$ cat src/brf_pkg.sv
package brf_pkg;

  localparam int CAP_W      = 11;
  localparam int CAP_RESET  = 1024;
  localparam int BYTE_W     = 8;
  localparam int RDMAX_W    = 7;
  localparam int CNT_W      = 10;
  localparam int TOT_W      = 32;
  localparam int BURST_SAT  = 1023;

  localparam logic REQ_WRITE = 1'b0;
  localparam logic REQ_READ  = 1'b1;

  localparam logic KIND_WRITE = 1'b0;
  localparam logic KIND_READ  = 1'b1;

  typedef enum logic [0:0] {
    S_IDLE,
    S_READ
  } brf_state_t;

  typedef struct packed {
    logic wr;
    logic rd_empty;
    logic rd_start;
    logic rd_byte;
  } brf_cmd_t;

  typedef struct packed {
    logic n_zero;
    logic rem_last;
    logic out_free;
  } brf_status_t;

endpackage

$ cat src/brf_ctrl.sv
module brf_ctrl (
  input  logic                 clk,
  input  logic                 rst,
  input  logic                 in_valid,
  input  logic                 req_type,
  input  brf_pkg::brf_status_t sts,
  output logic                 in_ready,
  output brf_pkg::brf_cmd_t    cmd,
  output brf_pkg::brf_state_t  state
);
  import brf_pkg::*;

  brf_state_t state_next;
  logic       accept;

  assign in_ready = (state == S_IDLE) && sts.out_free;
  assign accept   = in_valid && in_ready;

  always_ff @(posedge clk) begin
    if (rst) begin
      state <= S_IDLE;
    end else begin
      state <= state_next;
    end
  end

  always_comb begin
    state_next = state;
    case (state)
      S_IDLE: begin
        if (accept && req_type == REQ_READ && !sts.n_zero) begin
          state_next = S_READ;
        end
      end
      S_READ: begin
        if (sts.out_free && sts.rem_last) begin
          state_next = S_IDLE;
        end
      end
      default: state_next = S_IDLE;
    endcase
  end

  always_comb begin
    cmd = '0;
    case (state)
      S_IDLE: begin
        if (accept) begin
          if (req_type == REQ_WRITE) begin
            cmd.wr = 1'b1;
          end else if (sts.n_zero) begin
            cmd.rd_empty = 1'b1;
          end else begin
            cmd.rd_start = 1'b1;
          end
        end
      end
      S_READ: begin
        cmd.rd_byte = sts.out_free;
      end
      default: cmd = '0;
    endcase
  end

endmodule

$ cat config.mk
export PLATFORM = sky130hd
export DESIGN_NAME = brf_ctrl
export DESIGN_NICKNAME = d
export VERILOG_FILES = /design/src/brf_pkg.sv /design/src/brf_ctrl.sv
export SDC_FILE = /design/constraint.sdc
export NUM_CORES = 1
export LEC_CHECK = 0
export ABC_AREA = 1
export BUFFER_PORTS_ARGS = -buffer_cell sky130_fd_sc_hd__buf_4
export CAP_MARGIN = 30
export CORE_AREA = 2 2 39 41
export CTS_CLUSTER_SIZE = 10
export DETAILED_ROUTE_END_ITERATION = 8
export DIE_AREA = 0 0 41 43
export GPL_TIMING_DRIVEN = 1
export PLACE_DENSITY_LB_ADDON = 0.1
export SYNTH_ARGS = -nofsm -noshare
export SYNTH_HDL_FRONTEND = slang
export SYNTH_SLANG_ARGS = --single-unit
$ cat constraint.sdc
create_clock -name clk -period 0.9 [get_ports clk]
set_input_delay 0 -clock clk [delete_from_list [all_inputs] [get_ports clk]]
set_output_delay 0 -clock clk [all_outputs]
set_load 0.05 [all_outputs]
; Word-level counts from Yosys, hierarchy flattened
; Index checks and enable logic that the tools add are counted.
[classes]
n_bitwise = 1
muxes = 10
n_reduce_logical = 6
[op_table]
columns = op, n
row1 = 1-bit two-way mux, 6
row2 = 3-bit two-way mux, 2
row3 = 1-bit logical AND, 5
row4 = 2-bit two-way mux, 1
row5 = 1-bit case mux with 2 select lines, 1
row6 = 1-bit logical NOT, 1
row7 = 1-bit inverter, 1
[word_totals]
regBits = 1
wordCells = 18
in_bits = 7

; Longest topological paths before layout
[depth]
word_depth = 7
ltp_mapped = 5
ltp_nobuf = 5

; Worst setup path before layout
; OpenSTA, ideal clock, no wires.
[synth_timing]
path_type = reg2out
start = register state
end = output cmd[2] in the netlist's numbering
path_stages_with_launch = 4
required_ns = 0.900
n_path_buf = 0
slack_ns = -0.471
arrival_ns = 1.371
cell_sequence = dfxtp_1 > inv_2 > nand3_2 > nor2_1
[synth_rtl]
columns = item, line
row1 = start: declaration, brf_ctrl.sv:9  ; output brf_pkg::brf_state_t state
row2 = start signal: assignment, brf_ctrl.sv:23  ; state <= state_next;
row3 = end: declaration, brf_ctrl.sv:8  ; output brf_pkg::brf_cmd_t cmd,

==> impl_results.md <==
- Status: complete, no violations
- Cell area after synthesis: 96.3 um2
- Clk_lat worst skew: 0 ns
- VDD IR max: 0.112 mV
- Final Setup Violations: 0
- Slew Limit Fails: 0
- Min-delay worst type: input pin to flip-flop
- Clock transition at path regs: 0 ns
- Num ports: 13
- Row count: 14
- Synth Instances: 16
- Die Ht: 43 um
- Worst-path fanout max: 4
- Final GP Congestion: 0.558
- Initial antenna violation count: 0
- Yosys warnings: 0
- Dpl ws: 0.0729 ns
- Layout area overhead: 136%
- CP Capture Type: primary output
- Iter 0 DRT Violations: 0
- GR Util All Layers: 3.20%
- FF+latch count, synth: 1
- Post-synthesis sequential area ratio: 20.8%
- Worst path slowest cell: dfxtp_4
- Syn Nets: 23
- # DRC: 0
- Top cells by area, synth: dfxtp_1 21%, nor2_2 13%, inv_1 12%
- Design Power: 0.145 mW
- Nets: 37
- Horiz. Die Dim: 41 um
- Dominant cell type by area after synthesis: dfxtp_1
- DRT antenna net count: 0
- Worst path required time: 0.90 ns
- Async set-reset flop share out of synthesis: 0%
- Reg2Reg Launch Point: state
- Critical path launch point type: flip-flop
- Final Hold Viols: 0
- Hold Crit Depth: 2
- Critical Path AT: 0.81 ns
- Max reg flops: 1
- Top cell type's share of synthesized area: 20.8%
- Vias per inst: 2.93
- Capture point of the worst reg-to-reg path: state
- Bufs and invs on worst path: 2
- Critical path class: flip-flop to primary output
- Worst slew pin tran: 0.152 ns
- Number of buffers added for setup after CTS: 0
- R2r setup slk: 0.12 ns
- Ys flop type: dfxtp_1
- Slowest Stage Delay on Critical Path: 0.34 ns
- Hold path start: rst
- Period utilisation layout: 90.3%
- Post-synth EDFFs: 0
- Depth of the most critical reg-to-reg path: 5
- Hold buffers post-CTS: 0
- Relative slew slack: 89.9%
- Die area: 1760 um2
- I/O Buffers: 12
- Share of cells above drive strength 1: 75.0%
- Syn_area_per_cell: 6.02 um2
- Drt wl/cell: 6.11 um
- Hold path endpoint: state
- Synth cell count leaders: 3 x inv_1, 3 x nand2_1, 3 x nor2_1
- Post-synth cell types: 9
- Starting density of the core: 6.96%
- Antenna Cells: 0
- CTS resizes: 0
- Routed WL: 269 um
- RSZ-0062 raised after global routing: no
- Vias in the first global route: 126
- Worst Skew: 0 ns
- PD cells: 635 nW/um2
- Top reg by flops: state
- Fillers: 159
- DRT Pass-1 Iters: 1
- GRT overflow: 0
- Pleak: 0.114 nW
- Largest net degree at the start of global routing: 5
- Max-cap violations: 0
- Worst path cell trace: inv_4, nand3_4, nor2_4, buf_4
- First-pass GRT wire length: 434 um
- Fmax: 1230 MHz
- Biggest regs: state (1)
- Min Tclk post-route: 0.813 ns
- Top delay family on crit path: flip-flops
- CP Depth: 4
- Via count: 129
- Core area: 1380 um2
- Final setup margin: 0.0872 ns
## power by group
| part | total [mW] | switching, mW | leakage (nW) | internal [mW] |
|---|---|---|---|---|
| Sequential | 0.0469 | 0.00221 | 0.00889 | 0.0447 |
| Combinational | 0.0978 | 0.0595 | 0.106 | 0.0383 |
| Clock | 0 | 0 | 0 | 0 |
## layout make-up
class,instances,area (um2),share of cell area [%]
Multi-Input combinational cell,11,76.3,33.5
Timing Repair Buffer,12,90.1,39.6
Sequential cell,1,23.8,10.4
Inverter,4,17.5,7.69
Tap cell,16,20.0,8.79
## routing by layer
metal,global-route usage [%],share of wire (%),up-vias
met4,0,0,0
met5,0,0,-
met2,5.63,43,10
met1,4.13,38,48
li1,-,-,71
met3,0.524,19,0
## worst max path at each step
stage               start  slack (ns)      to
CTS                 state        0.07  cmd[1]
detailed placement  state        0.07  cmd[1]
global route        state        0.04  cmd[1]
floorplan           state       -0.16   state
global placement    state        0.07  cmd[1]
finish              state        0.09  cmd[1]
## cells by family after synthesis
logic type	Yosys count	synth area share, %
compound gates	1	5.19
buf+inv	4	15.6
flops	1	20.8
simple gates	10	58.4
## worst register-to-register path: stages (launching register included)
cell and delay (ns):
dfxtp_4 0.34, inv_4 0.06, nand3_4 0.08, nor2_4 0.13, nor2_2 0.04, nor2_2 0.06
## cell usage in the layout (no fill, tap or decap)
master	netlist	layout
nor2_4	1	1
nand2_1	3	3
a21oi_1	1	1
buf_4	0	12
inv_1	3	3
nor2_2	2	5
nand3_4	0	1
inv_4	0	1
dfxtp_4	0	1
## stage by stage
step / hold slack [ns] / instances / util [%] / instance area, um2 / setup TNS [ns]
final: 0.151 / 44 / 16.5 / 228 / 0
after global routing: 0.164 / 44 / 16.5 / 228 / 0
after CTS: 0.154 / 44 / 16.5 / 228 / 0
after detailed placement: 0.153 / 44 / 16.5 / 228 / 0
after floorplan: 0.0576 / 16 / - / 118 / -0.322
after global placement: 0.153 / 44 / 16.5 / 228 / 0
No activity file was read; power rests on OpenSTA's default activity.
